$ cat config.mk
export PLATFORM = sky130hd
export DESIGN_NAME = segmented_frame_receiver
export DESIGN_NICKNAME = d
export VERILOG_FILES = /design/src/sfr_pkg.sv /design/src/sfr_step.sv /design/src/sfr_emit.sv /design/src/segmented_frame_receiver.sv
export SDC_FILE = /design/constraint.sdc
export NUM_CORES = 1
export LEC_CHECK = 0
export ABC_AREA = 1
export BUFFER_PORTS_ARGS = -buffer_cell sky130_fd_sc_hd__buf_4
export CORE_MARGIN = 2
export CORE_UTILIZATION = 40
export DETAILED_ROUTE_END_ITERATION = 8
export HOLD_SLACK_MARGIN = 0.1
export PLACE_DENSITY = 0.61
export SLEW_MARGIN = 20
export SYNTH_ARGS = -nofsm -noshare
export SYNTH_HDL_FRONTEND = slang
export SYNTH_HIERARCHICAL = 1
export SYNTH_SLANG_ARGS = --single-unit
$ cat constraint.sdc
create_clock -name clk -period 8.2 [get_ports clk]
set_input_delay 1.64 -clock clk [delete_from_list [all_inputs] [get_ports clk]]
set_output_delay 1.64 -clock clk [all_outputs]
set_load 0.02 [all_outputs]
$ cat src/sfr_pkg.sv
`timescale 1ns / 1ps
// ----------------------------------------------------------------------------
// sfr_pkg
// Shared types, codes and helpers of the segmented frame receiver.
// ----------------------------------------------------------------------------
package sfr_pkg;

  localparam int FRAME_BYTES = 8;
  localparam int PAY_BYTES   = FRAME_BYTES - 1;

  // configuration register indexes
  localparam logic [2:0] CFG_SOURCE_ID    = 3'd0;
  localparam logic [2:0] CFG_BLOCK_SIZE   = 3'd1;
  localparam logic [2:0] CFG_FLOW_STATUS  = 3'd2;
  localparam logic [2:0] CFG_SEP_TIME     = 3'd3;
  localparam logic [2:0] CFG_CF_TIMEOUT   = 3'd4;
  localparam logic [2:0] CFG_IDLE_TIMEOUT = 3'd5;

  // protocol control nibbles
  localparam logic [3:0] PCI_SF = 4'h0;
  localparam logic [3:0] PCI_FF = 4'h1;
  localparam logic [3:0] PCI_CF = 4'h2;
  localparam logic [3:0] PCI_FC = 4'h3;

  localparam logic [3:0] FC_CTL_HI = 4'h3;
  localparam logic [7:0] ST_MAX    = 8'h7F;
  localparam logic [7:0] ST_US_LO  = 8'hF1;
  localparam logic [7:0] ST_US_HI  = 8'hF9;

  localparam logic [31:0] CF_TIMEOUT_RST = 32'd250000;

  typedef enum logic [1:0] {
    KIND_DATA = 2'd0,
    KIND_FC   = 2'd1,
    KIND_DONE = 2'd2,
    KIND_ERR  = 2'd3
  } kind_t;

  typedef enum logic [2:0] {
    ERR_NONE    = 3'd0,
    ERR_SEQ     = 3'd1,
    ERR_LATE_CF = 3'd2,
    ERR_TYPE    = 3'd3,
    ERR_IDLE    = 3'd4
  } err_code_t;

  typedef enum logic [1:0] {
    TAIL_NONE = 2'd0,
    TAIL_FC   = 2'd1,
    TAIL_DONE = 2'd2,
    TAIL_ERR  = 2'd3
  } tail_t;

  typedef struct packed {
    logic [28:0] source_id;
    logic [7:0]  block_size;
    logic [3:0]  flow_status;
    logic [7:0]  sep_time;
    logic [31:0] cf_timeout;
    logic [31:0] idle_timeout;
  } cfg_t;

  typedef struct packed {
    logic                        mode;
    logic [28:0]                 frame_id;
    logic [3:0]                  frame_length;
    logic [FRAME_BYTES-1:0][7:0] bytes;
  } item_t;

  // all results of one item: payload bytes, then an optional closing result
  typedef struct packed {
    logic [2:0]                nbytes;
    tail_t                     tail;
    logic [PAY_BYTES-1:0][7:0] data;
    logic [11:0]               base_off;
    logic [11:0]               msg_len;
    logic [7:0]                fc_ctl;
    logic [7:0]                fc_bs;
    logic [7:0]                fc_st;
    err_code_t                 err;
  } batch_t;

  // reserved separation times go out as the longest millisecond value
  function automatic logic [7:0] sep_fix(input logic [7:0] st);
    logic [7:0] r;
    r = st;
    if (st > ST_MAX && (st < ST_US_LO || st > ST_US_HI)) r = ST_MAX;
    return r;
  endfunction

endpackage

$ cat src/sfr_step.sv
`timescale 1ns / 1ps
// ----------------------------------------------------------------------------
// sfr_step
// Protocol state and per-item decode: turns one item into a result batch.
// ----------------------------------------------------------------------------
module sfr_step import sfr_pkg::*; (
  input  logic   clk,
  input  logic   rst_n,
  input  cfg_t   cfg,
  input  logic   go,
  input  item_t  itm,
  output batch_t bat
);

  logic        rcv_r,  rcv_nxt;
  logic [3:0]  seq_r,  seq_nxt;
  logic [11:0] rem_r,  rem_nxt;
  logic [11:0] wo_r,   wo_nxt;
  logic [11:0] tot_r,  tot_nxt;
  logic [7:0]  bl_r,   bl_nxt;
  logic [31:0] gap_r,  gap_nxt;
  logic [31:0] idle_r, idle_nxt;

  logic [3:0]  pci;
  logic [2:0]  sf_len;
  logic [11:0] ff_len;
  logic [31:0] idle_inc;
  logic [7:0]  bl_dec;
  logic        to_idle;

  always_comb begin
    rcv_nxt  = rcv_r;
    seq_nxt  = seq_r;
    rem_nxt  = rem_r;
    wo_nxt   = wo_r;
    tot_nxt  = tot_r;
    bl_nxt   = bl_r;
    gap_nxt  = gap_r;
    idle_nxt = idle_r;
    to_idle  = 1'b0;

    bat      = '0;
    bat.tail = TAIL_NONE;
    bat.err  = ERR_NONE;
    bat.fc_ctl = {FC_CTL_HI, cfg.flow_status};
    bat.fc_bs  = cfg.block_size;
    bat.fc_st  = sep_fix(cfg.sep_time);

    pci      = itm.bytes[0][7:4];
    sf_len   = (itm.bytes[0][3:0] > 4'd7) ? 3'd7 : itm.bytes[0][2:0];
    ff_len   = {itm.bytes[0][3:0], itm.bytes[1]};
    idle_inc = (idle_r == '1) ? idle_r : idle_r + 32'd1;
    bl_dec   = bl_r - 8'd1;

    if (go) begin
      if (itm.mode) begin
        if (rcv_r) begin
          idle_nxt = '0;
          if (gap_r != '1) gap_nxt = gap_r + 32'd1;
        end else begin
          idle_nxt = idle_inc;
          if (cfg.idle_timeout != '1 && idle_inc > cfg.idle_timeout) begin
            bat.tail = TAIL_ERR;
            bat.err  = ERR_IDLE;
            to_idle  = 1'b1;
          end
        end
      end else if (itm.frame_id == cfg.source_id && itm.frame_length != 4'd0) begin
        idle_nxt = '0;
        case (pci)
          PCI_SF: begin
            for (int i = 0; i < PAY_BYTES; i++) bat.data[i] = itm.bytes[i+1];
            bat.nbytes  = sf_len;
            bat.msg_len = {9'd0, sf_len};
            bat.tail    = TAIL_DONE;
            tot_nxt     = {9'd0, sf_len};
            wo_nxt      = {9'd0, sf_len};
            to_idle     = 1'b1;
          end
          PCI_FF: begin
            if (ff_len > 12'd6) begin
              for (int i = 0; i < PAY_BYTES - 1; i++) bat.data[i] = itm.bytes[i+2];
              bat.nbytes  = 3'd6;
              bat.msg_len = ff_len;
              bat.tail    = TAIL_FC;
              rcv_nxt     = 1'b1;
              seq_nxt     = 4'd1;
              tot_nxt     = ff_len;
              rem_nxt     = ff_len - 12'd6;
              wo_nxt      = 12'd6;
              bl_nxt      = cfg.block_size;
              gap_nxt     = '0;
            end
          end
          PCI_CF: begin
            if (rcv_r) begin
              if (gap_r > cfg.cf_timeout) begin
                bat.tail = TAIL_ERR;
                bat.err  = ERR_LATE_CF;
                to_idle  = 1'b1;
              end else if (itm.bytes[0][3:0] != seq_r) begin
                bat.tail = TAIL_ERR;
                bat.err  = ERR_SEQ;
                to_idle  = 1'b1;
              end else begin
                for (int i = 0; i < PAY_BYTES; i++) bat.data[i] = itm.bytes[i+1];
                bat.base_off = wo_r;
                bat.msg_len  = tot_r;
                gap_nxt      = '0;
                wo_nxt       = wo_r + 12'd7;
                if (rem_r <= 12'd7) begin
                  bat.nbytes = rem_r[2:0];
                  bat.tail   = TAIL_DONE;
                  to_idle    = 1'b1;
                end else begin
                  bat.nbytes = 3'd7;
                  rem_nxt    = rem_r - 12'd7;
                  seq_nxt    = seq_r + 4'd1;
                  if (cfg.block_size != 8'd0) begin
                    bl_nxt = bl_dec;
                    // block done: reload and ask for the next block
                    if (bl_dec == 8'd0) begin
                      bl_nxt   = cfg.block_size;
                      bat.tail = TAIL_FC;
                    end
                  end
                end
              end
            end
          end
          PCI_FC: begin
            // flow control is not taken on the receive side: drop
          end
          default: begin
            bat.tail = TAIL_ERR;
            bat.err  = ERR_TYPE;
            to_idle  = 1'b1;
          end
        endcase
      end
    end

    if (to_idle) begin
      rcv_nxt  = 1'b0;
      seq_nxt  = 4'd1;
      rem_nxt  = '0;
      idle_nxt = '0;
      gap_nxt  = '0;
    end
  end

  always_ff @(posedge clk) begin
    if (!rst_n) begin
      rcv_r  <= 1'b0;
      seq_r  <= 4'd1;
      rem_r  <= '0;
      wo_r   <= '0;
      tot_r  <= '0;
      bl_r   <= 8'd1;
      gap_r  <= '0;
      idle_r <= '0;
    end else begin
      rcv_r  <= rcv_nxt;
      seq_r  <= seq_nxt;
      rem_r  <= rem_nxt;
      wo_r   <= wo_nxt;
      tot_r  <= tot_nxt;
      bl_r   <= bl_nxt;
      gap_r  <= gap_nxt;
      idle_r <= idle_nxt;
    end
  end

endmodule

$ cat src/sfr_emit.sv
`timescale 1ns / 1ps
// ----------------------------------------------------------------------------
// sfr_emit
// Result register: holds one batch and sends its results one per cycle while out_stall is low.
// ----------------------------------------------------------------------------
module sfr_emit import sfr_pkg::*; (
  input  logic        clk,
  input  logic        rst_n,
  input  logic        load,
  input  batch_t      bat_in,
  output logic        free,
  output logic        out_valid,
  input  logic        out_stall,
  output logic [1:0]  out_result_kind,
  output logic [7:0]  out_data_byte,
  output logic [11:0] out_byte_offset,
  output logic [11:0] out_message_length,
  output logic [7:0]  out_fc_control,
  output logic [7:0]  out_fc_block_size,
  output logic [7:0]  out_fc_sep_time,
  output logic [2:0]  out_fault_code,
  output logic        out_last
);

  logic       vld_r, vld_nxt;
  batch_t     bat_r, bat_nxt;
  logic [2:0] idx_r, idx_nxt;

  logic has_tail, in_bytes, last, pop, has_res;

  assign has_tail = bat_r.tail != TAIL_NONE;
  assign in_bytes = idx_r < bat_r.nbytes;
  assign last     = has_tail ? (idx_r == bat_r.nbytes) : (idx_r == bat_r.nbytes - 3'd1);
  assign pop      = vld_r && !out_stall;
  assign free     = !vld_r || (pop && last);
  assign has_res  = bat_in.nbytes != 3'd0 || bat_in.tail != TAIL_NONE;

  always_comb begin
    vld_nxt = vld_r;
    bat_nxt = bat_r;
    idx_nxt = idx_r;
    if (load && has_res) begin
      vld_nxt = 1'b1;
      bat_nxt = bat_in;
      idx_nxt = '0;
    end else if (pop) begin
      if (last) vld_nxt = 1'b0;
      else      idx_nxt = idx_r + 3'd1;
    end
  end

  always_ff @(posedge clk) begin
    if (!rst_n) begin
      vld_r <= 1'b0;
      idx_r <= '0;
    end else begin
      vld_r <= vld_nxt;
      idx_r <= idx_nxt;
    end
    bat_r <= bat_nxt;
  end

  always_comb begin
    out_result_kind    = KIND_DATA;
    out_data_byte      = '0;
    out_byte_offset    = '0;
    out_message_length = '0;
    out_fc_control     = '0;
    out_fc_block_size  = '0;
    out_fc_sep_time    = '0;
    out_fault_code     = ERR_NONE;
    if (in_bytes) begin
      out_result_kind    = KIND_DATA;
      out_data_byte      = bat_r.data[idx_r];
      out_byte_offset    = bat_r.base_off + {9'd0, idx_r};
      out_message_length = bat_r.msg_len;
    end else begin
      case (bat_r.tail)
        TAIL_FC: begin
          out_result_kind   = KIND_FC;
          out_fc_control    = bat_r.fc_ctl;
          out_fc_block_size = bat_r.fc_bs;
          out_fc_sep_time   = bat_r.fc_st;
        end
        TAIL_DONE: begin
          out_result_kind    = KIND_DONE;
          out_message_length = bat_r.msg_len;
        end
        TAIL_ERR: begin
          out_result_kind = KIND_ERR;
          out_fault_code  = bat_r.err;
        end
        default: out_result_kind = KIND_DATA;
      endcase
    end
  end

  assign out_valid = vld_r;
  assign out_last  = last;

endmodule

$ cat src/segmented_frame_receiver.sv
`timescale 1ns / 1ps
// ----------------------------------------------------------------------------
// segmented_frame_receiver
// Receive side of a segmented CAN transport layer with flow control.
// ----------------------------------------------------------------------------
//  port group | direction | handshake          | moves
//  in_        | in        | in_valid/in_stall  | one frame or one tick per item
//  out_       | out       | out_valid/out_stall| one result each, last marks an item's end
//  cfg_       | in        | cfg_we             | one register write
//
// An item waits in the input register and is decoded in the cycle it moves to
// the result register. Its results then leave one per cycle while out_stall is
// low, so the result count of an item sets the rate, while items with no result
// or a single result pass every cycle. A new item enters while the last result
// of the previous one is taken. Reset is synchronous and active low.
// out_stall holds the current result; in_stall rises only while the result
// register still has results left to send.
// ----------------------------------------------------------------------------
module segmented_frame_receiver import sfr_pkg::*; (
  input  logic        clk,
  input  logic        rst_n,
  input  logic        cfg_we,
  input  logic [2:0]  cfg_idx,
  input  logic [31:0] cfg_wdata,
  input  logic        in_valid,
  output logic        in_stall,
  input  logic        in_mode,
  input  logic [28:0] in_frame_id,
  input  logic [3:0]  in_frame_length,
  input  logic [7:0]  in_byte_0,
  input  logic [7:0]  in_byte_1,
  input  logic [7:0]  in_byte_2,
  input  logic [7:0]  in_byte_3,
  input  logic [7:0]  in_byte_4,
  input  logic [7:0]  in_byte_5,
  input  logic [7:0]  in_byte_6,
  input  logic [7:0]  in_byte_7,
  output logic        out_valid,
  input  logic        out_stall,
  output logic [1:0]  out_result_kind,
  output logic [7:0]  out_data_byte,
  output logic [11:0] out_byte_offset,
  output logic [11:0] out_message_length,
  output logic [7:0]  out_fc_control,
  output logic [7:0]  out_fc_block_size,
  output logic [7:0]  out_fc_sep_time,
  output logic [2:0]  out_fault_code,
  output logic        out_last
);

  cfg_t   cfg_r, cfg_nxt;
  item_t  itm_r, itm_nxt;
  logic   in_vld_r, in_vld_nxt;
  logic   free, go;
  batch_t bat;

  always_comb begin
    cfg_nxt = cfg_r;
    if (cfg_we) begin
      case (cfg_idx)
        CFG_SOURCE_ID:    cfg_nxt.source_id    = cfg_wdata[28:0];
        CFG_BLOCK_SIZE:   cfg_nxt.block_size   = cfg_wdata[7:0];
        CFG_FLOW_STATUS:  cfg_nxt.flow_status  = cfg_wdata[3:0];
        CFG_SEP_TIME:     cfg_nxt.sep_time     = cfg_wdata[7:0];
        CFG_CF_TIMEOUT:   cfg_nxt.cf_timeout   = cfg_wdata;
        CFG_IDLE_TIMEOUT: cfg_nxt.idle_timeout = cfg_wdata;
        default:          cfg_nxt = cfg_r;
      endcase
    end
  end

  assign in_stall = in_vld_r && !free;
  assign go       = in_vld_r && free;

  always_comb begin
    in_vld_nxt = in_vld_r;
    itm_nxt    = itm_r;
    if (!in_stall) begin
      in_vld_nxt = in_valid;
      if (in_valid) begin
        itm_nxt.mode         = in_mode;
        itm_nxt.frame_id     = in_frame_id;
        itm_nxt.frame_length = in_frame_length;
        itm_nxt.bytes        = {in_byte_7, in_byte_6, in_byte_5, in_byte_4,
                                in_byte_3, in_byte_2, in_byte_1, in_byte_0};
      end
    end
  end

  always_ff @(posedge clk) begin
    if (!rst_n) begin
      cfg_r.source_id    <= '0;
      cfg_r.block_size   <= 8'd1;
      cfg_r.flow_status  <= '0;
      cfg_r.sep_time     <= '0;
      cfg_r.cf_timeout   <= CF_TIMEOUT_RST;
      cfg_r.idle_timeout <= '1;
      in_vld_r           <= 1'b0;
    end else begin
      cfg_r    <= cfg_nxt;
      in_vld_r <= in_vld_nxt;
    end
    itm_r <= itm_nxt;
  end

  sfr_step u_step (
    .clk   (clk),
    .rst_n (rst_n),
    .cfg   (cfg_r),
    .go    (go),
    .itm   (itm_r),
    .bat   (bat)
  );

  sfr_emit u_emit (
    .clk                (clk),
    .rst_n              (rst_n),
    .load               (go),
    .bat_in             (bat),
    .free               (free),
    .out_valid          (out_valid),
    .out_stall          (out_stall),
    .out_result_kind    (out_result_kind),
    .out_data_byte      (out_data_byte),
    .out_byte_offset    (out_byte_offset),
    .out_message_length (out_message_length),
    .out_fc_control     (out_fc_control),
    .out_fc_block_size  (out_fc_block_size),
    .out_fc_sep_time    (out_fc_sep_time),
    .out_fault_code     (out_fault_code),
    .out_last           (out_last)
  );

  a_stall_has_item: assert property (@(posedge clk) disable iff (!rst_n)
    in_stall |-> in_vld_r)
    else $error("input stalled with empty input register");

  a_drain_ends: assert property (@(posedge clk) disable iff (!rst_n)
    (out_valid && !out_stall && out_last && !go) |=> !out_valid)
    else $error("results continue past the last one");

  a_batch_holds: assert property (@(posedge clk) disable iff (!rst_n)
    (out_valid && !out_last) |=> out_valid)
    else $error("batch dropped before its last result");

  a_err_code: assert property (@(posedge clk) disable iff (!rst_n)
    (out_valid && out_result_kind == KIND_ERR) |-> out_fault_code != ERR_NONE)
    else $error("error result without error code");

endmodule

# --- After elaboration in Yosys (flattened, before gate mapping) ---
# Cells that the tools add are included.
totals:
  regBits: 437
  out_inout_bits: 64
  wordCells: 256
op_classes:
  addsub: 10
  n_lt_le_gt_ge: 10
  n_eq_ne: 29
  mux: 105
  bitwise: 8
  n_reduce_logical: 51
op_table:
  columns: ["op", "count"]
  rows:
  - ["$mux 32", 12]
  - ["$mux 85", 3]
  - ["$mux 80", 3]
  - ["$mux 12", 15]
  - ["$pmux 48 s3", 1]
  - ["$mux 8", 14]
  - ["$pmux 12 s3", 2]
  - ["$add 32x1->32 const B", 2]
  - ["$gt 32x32->1", 2]
  - ["$ne 32x32->1 const B", 2]
  - ["$pmux 32 s2", 1]
  - ["$mux 48", 1]
  - ["$pmux 12 s2", 2]
  - ["$mux 3", 12]
  - ["$eq 32x32->1 const B", 1]
  - ["$pmux 8 s2", 2]
  - ["$eq 29x29->1", 1]
  - ["$bmux 8 s3", 1]
  - ["$sub 12x3->12 const B", 2]
  - ["$mux 4", 5]
  - ["$reduce_and 2->1", 10]
  - ["$reduce_and 9->1", 2]
  - ["$mux 1", 15]
  - ["$mux 2", 7]
  - ["52 further kinds", 95]

# --- Longest topological paths before layout ---
depth:
  ltp_word: 17
  mapped_depth: 32

# --- Cells and area by module ---
# The synthesis kept the hierarchy.
modules_own_cells:
  columns: ["module", "n_inst", "cells_each", "area_each_um2", "seq_area_each_um2"]
  rows:
  - ["sfr_step", 1, 1906, 11089.4, 2262.2]
  - ["segmented_frame_receiver", 1, 723, 7352.1, 5225.0]
  - ["sfr_emit", 1, 418, 4977.3, 3443.3]

# --- Worst setup path before layout ---
# OpenSTA, ideal clock, no wires.
synth_path:
  path_type: "input-to-reg"
  start: "input out_stall"
  end: "register itm_r[0] (netlist name), enable pin"
  arrival_ns: 6.328
  required_time_ns: 7.644
  slack_ns: 1.316
  cell_stages: 7
  n_path_buf: 0
  path_cell_list: "nor2_1 -> nand2_1 -> nand2_2 -> inv_1 -> nand2_1 -> inv_1 -> nor2_1"
synth_between:
  elab_chain_len: 8
synth_lines:
  columns: ["item", "line_no", "source"]
  rows:
  - ["from (decl)", "segmented_frame_receiver.sv:39", "input logic out_stall,"]
  - ["$logic_not 1->1", "sfr_emit.sv:34", "assign pop = vld_r && !out_stall;"]
  - ["$logic_and 1x1->1", "sfr_emit.sv:34", null]
  - ["$logic_and 1x1->1", "sfr_emit.sv:35", "assign free = !vld_r || (pop && last);"]
  - ["$logic_or 1x1->1", "sfr_emit.sv:35", null]
  - ["net free", "segmented_frame_receiver.sv:54", "logic free, go;"]
  - ["$logic_not 1->1", "segmented_frame_receiver.sv:72", "assign in_stall = in_vld_r && !free;"]
  - ["$logic_and 1x1->1", "segmented_frame_receiver.sv:72", null]
  - ["net in_stall", "segmented_frame_receiver.sv:26", "output logic in_stall,"]
  - ["$not 1->1 (no line)", null, null]
  - ["$reduce_and 2->1 (no line)", null, null]
  - ["to (signal assigned)", "segmented_frame_receiver.sv:103", "itm_r <= itm_nxt;"]
  - ["to (decl)", "segmented_frame_receiver.sv:52", "item_t itm_r, itm_nxt;"]
# The timed path passes the listed nets, and every way through them passes these cells.
# A chain may end at the register's enable or synchronous reset.

==> impl_metrics.yaml <==
floorplanning:
  rows: 88
  coreArea_um2: 57810
  ios: 202
  start_util_pct: 40.51
  dieArea_um2: 60500
  chipWidth_um: 246.0
  die_h_um: 246.0
placed_design:
  dp.cells: 3903
  io_buffers: 201
  hpwl_um: 47990
  gp_congestion: 0.8884
  pre_cts_ws_ns: 1.922
sta:
  finalCritPeriodShare_pct: 77.26
  relSlewSlack_pct: 26.02
  setup_ws_ns: 1.864
  finalSetupTns_ns: 0
  hold_viol: 0
  fmax_mhz: 157.8
  rsz0062_at_grt: "no"
  slew_viol_final: 0
  tightest_slew_ns: 1.108
  setup_viol: 0
  finalCriticalPeriod_ns: 6.336
  skew_ns: 0.04715
global_routing:
  track_usage_pct: 21.49
  gr-total-overflow: 0
  grt_pass1_vias: 18700
  antenna_found_initial: 1
  grt_pass1_wl_um: 103700
  grt_max_degree: 91
yosys:
  ys_types: 54
  syn_area_per_cell_um2: 7.686
  ys_seq_area_share_pct: 46.67
  synth_top_cell_by_area: "edfxtp_1"
  synth-xor-area-share_pct: 3.740
  ys_warn_count: 6
  synth_top_area_share_pct: 26.93
  muxShareOfSynthArea_pct: 0
  yosysMostFrequentCell: "nand2_1"
  synth_top_family_by_area: "simple AND/OR/NAND/NOR gates"
  ys_ff_latch: 441
  synth_area_leaders: "edfxtp_1, dfxtp_1, nand2_1"
  synth_common_cells: "nand2_1, nor2_1, inv_1"
  synth_adder_area_share_pct: 4.360
  syn_area_um2: 23420
  synth_cells: 3047
  synth_edf_count: 210
  synthArstFlopShare_pct: 0
  synth_compound_area_share_pct: 8.506
  synth-main-ff-cell: "dfxtp_1"
  yosys.area_share.simple_pct: 28.76
worst_setup_path:
  end_kind: "register"
  critPathMaxStageDelay_ns: 0.93
  r2r-start: "u_emit/idx_r[0]"
  crit_top_cell: "nand2_1"
  critPathMaxFanout: 71
  reg2reg_depth: 23
  crit_buf_inv: 8
  arrival_ns: 6.60
  slowest_stage: "dfxtp_1"
  crit_cells: 23
  worst-setup-path-type: "register to register"
  crit_chain: "inv_2 -> ha_1 -> inv_1 -> nand2_1 -> nor2_2 -> nand3_2 -> nand2_2 -> nand2_1 -> nand2_2 -> nand2_1 -> inv_1 -> inv_1 -> nor2_1 -> nand2_1 -> inv_2 -> o21ai_4 -> buf_4 -> a21oi_1 -> nor3_1 -> nand2_1 -> nand2_1 -> inv_4 -> buf_4"
  cp-start-kind: "register"
  critPathTopFamily: "buffers and inverters"
  crit_required_ns: 8.47
  startpoint: "u_emit/idx_r[0]"
detailed_routing:
  post_drt_via_cell_ratio: 5.022
  drt_wl_total_um: 65650
  ant_nets: 0
  dr.pass1.iters: 6
  drt-initial-drc-count: 1766
  num_vias: 20090
  routedWlPerCell_um: 16.41
  route.detailed.drc: 0
power:
  leakage_nw: 10.99
  ir_drop_mv: 0.1670
  power_density_nw_per_um2: 185.9
clock_network:
  cts_buffers: 51
  cts_tree: "done"
  clk_pin_slew_ns: 0.06
  h-tree-depth: 2
  clockRootBuffer: "clkbuf_16"
  clk_latency_ns: 0.62
  clockBufferDepth: 3
  cts_sinks: 441
  cts_setup_buffers: 0
  cts_hold_buf: 0
  post_cts_resized: 0
finish:
  nets: 3411
  stdcell_count: 4001
  post_route_cells_drive_above_1_share_pct: 11.28
  num-fill-cells: 5749
  area_delta_synth_final_pct: 16.11
flow_run:
  maxCapViolCount: 0
min_path:
  whs_path_depth: 0
  hold_class: "register to register"
  worstHoldStart: "cfg_r[75]"
outcome:
  status: "complete, no violations"
stage by stage:
stage               utilization [%]  hold slack, ns  cell area (um2)  total power, mW
floorplan                         -          0.4239            23430            2.623
global placement              43.95          0.4169            25410            2.756
detailed placement            43.95          0.4158            25410            2.757
CTS                           47.01          0.4325            27170            5.107
global route                  47.04          0.4505            27190            5.240
finish                        47.04          0.4296            27190            5.055
cell usage in the layout, fill, tap and decap left out, types with 4 or more instances in the layout:
cell,synthesis,final
dfxtp_1,231,231
nand3b_1,8,8
clkbuf_1,53,5
a31oi_1,6,6
nor3_1,64,64
nand4_1,39,39
a21oi_2,4,4
nor2_2,8,10
ha_1,80,80
inv_2,12,12
a21boi_0,4,4
nor4_1,16,16
xor2_1,62,62
inv_1,301,300
o211ai_2,7,7
clkbuf_8,0,6
a21oi_1,179,179
o21ai_0,61,61
nand2_1,755,753
nand2_2,7,9
o21a_1,4,4
xnor2_1,38,38
nand3_1,204,204
o221a_1,5,5
conb_1,2,4
nor2_1,520,515
bufinv_16,0,4
buf_4,25,219
clkinv_2,0,10
clkinv_1,3,7
a22oi_1,31,31
o21ai_1,20,19
clkinvlp_4,0,5
edfxtp_1,210,210
clkbuf_16,0,53
routing by layer:
layer	part of all wire (%)	wire length [um]	track usage, %
met1	46	29890	29.87
met5	0	0	0
met4	2.7	1797	6.774
met3	5.6	3646	2.892
met2	46	30310	34.54
power by group:
part	internal [mW]	switching [mW]	total (mW)
Sequential	2.36	0.0450	2.41
Combinational	0.111	0.192	0.303
Clock	1.38	0.968	2.34
cell families after synthesis:
family / after synthesis
AO/OA/AOI/OAI: 343
XOR/XNOR: 100
adder cells (fa/ha/maj): 81
buffers and inverters: 447
flip-flops: 441
other: 2
AND/OR/NAND/NOR: 1633
path summary, 6_finish.rpt:
path / endpoint / slack (ns)
min: u_emit/bat_r[22] / 0.43
max: u_emit/bat_r[9] / 1.86
min reg2reg: u_emit/bat_r[22] / 0.43
max reg2reg: u_emit/bat_r[9] / 1.86
registers in the layout (all words and copies together), names as in the netlist:
name,flops
u_step/tot_r,12
u_emit/bat_r,112
u_step/bl_r,8
cfg_r,113
u_step/rem_r,12
u_step/rcv_r,1
u_step/gap_r,32
u_step/seq_r,4
u_step/wo_r,12
u_emit/out_valid,1
in_vld_r,1
u_step/idle_r,32
itm_r,98
u_emit/idx_r,3
worst reg2reg max path, stage by stage, from the launching register on:
cell	delay, ns
dfxtp_1	0.93
inv_2	0.50
ha_1	0.42
inv_1	0.07
nand2_1	0.06
nor2_2	0.11
nand3_2	0.11
nand2_2	0.09
nand2_1	0.06
nand2_2	0.11
nand2_1	0.06
inv_1	0.19
inv_1	0.08
nor2_1	0.20
nand2_1	0.33
inv_2	0.40
o21ai_4	0.27
buf_4	0.34
a21oi_1	0.25
nor3_1	0.09
nand2_1	0.06
nand2_1	0.10
inv_4	0.64
buf_4	0.49
layout make-up:
type	count	area [um2]	area share, %
sequential	441	10930	40.20
tap	765	957.2	3.520
antenna	1	2.502	0.009203
clock inverter	32	340.3	1.252
multi-input combinational	2161	10680	39.29
inverter	317	1195	4.394
timing repair buffer	220	1655	6.088
clock buffer	64	1428	5.250
Note: power is estimated with default switching activity, not from simulation.
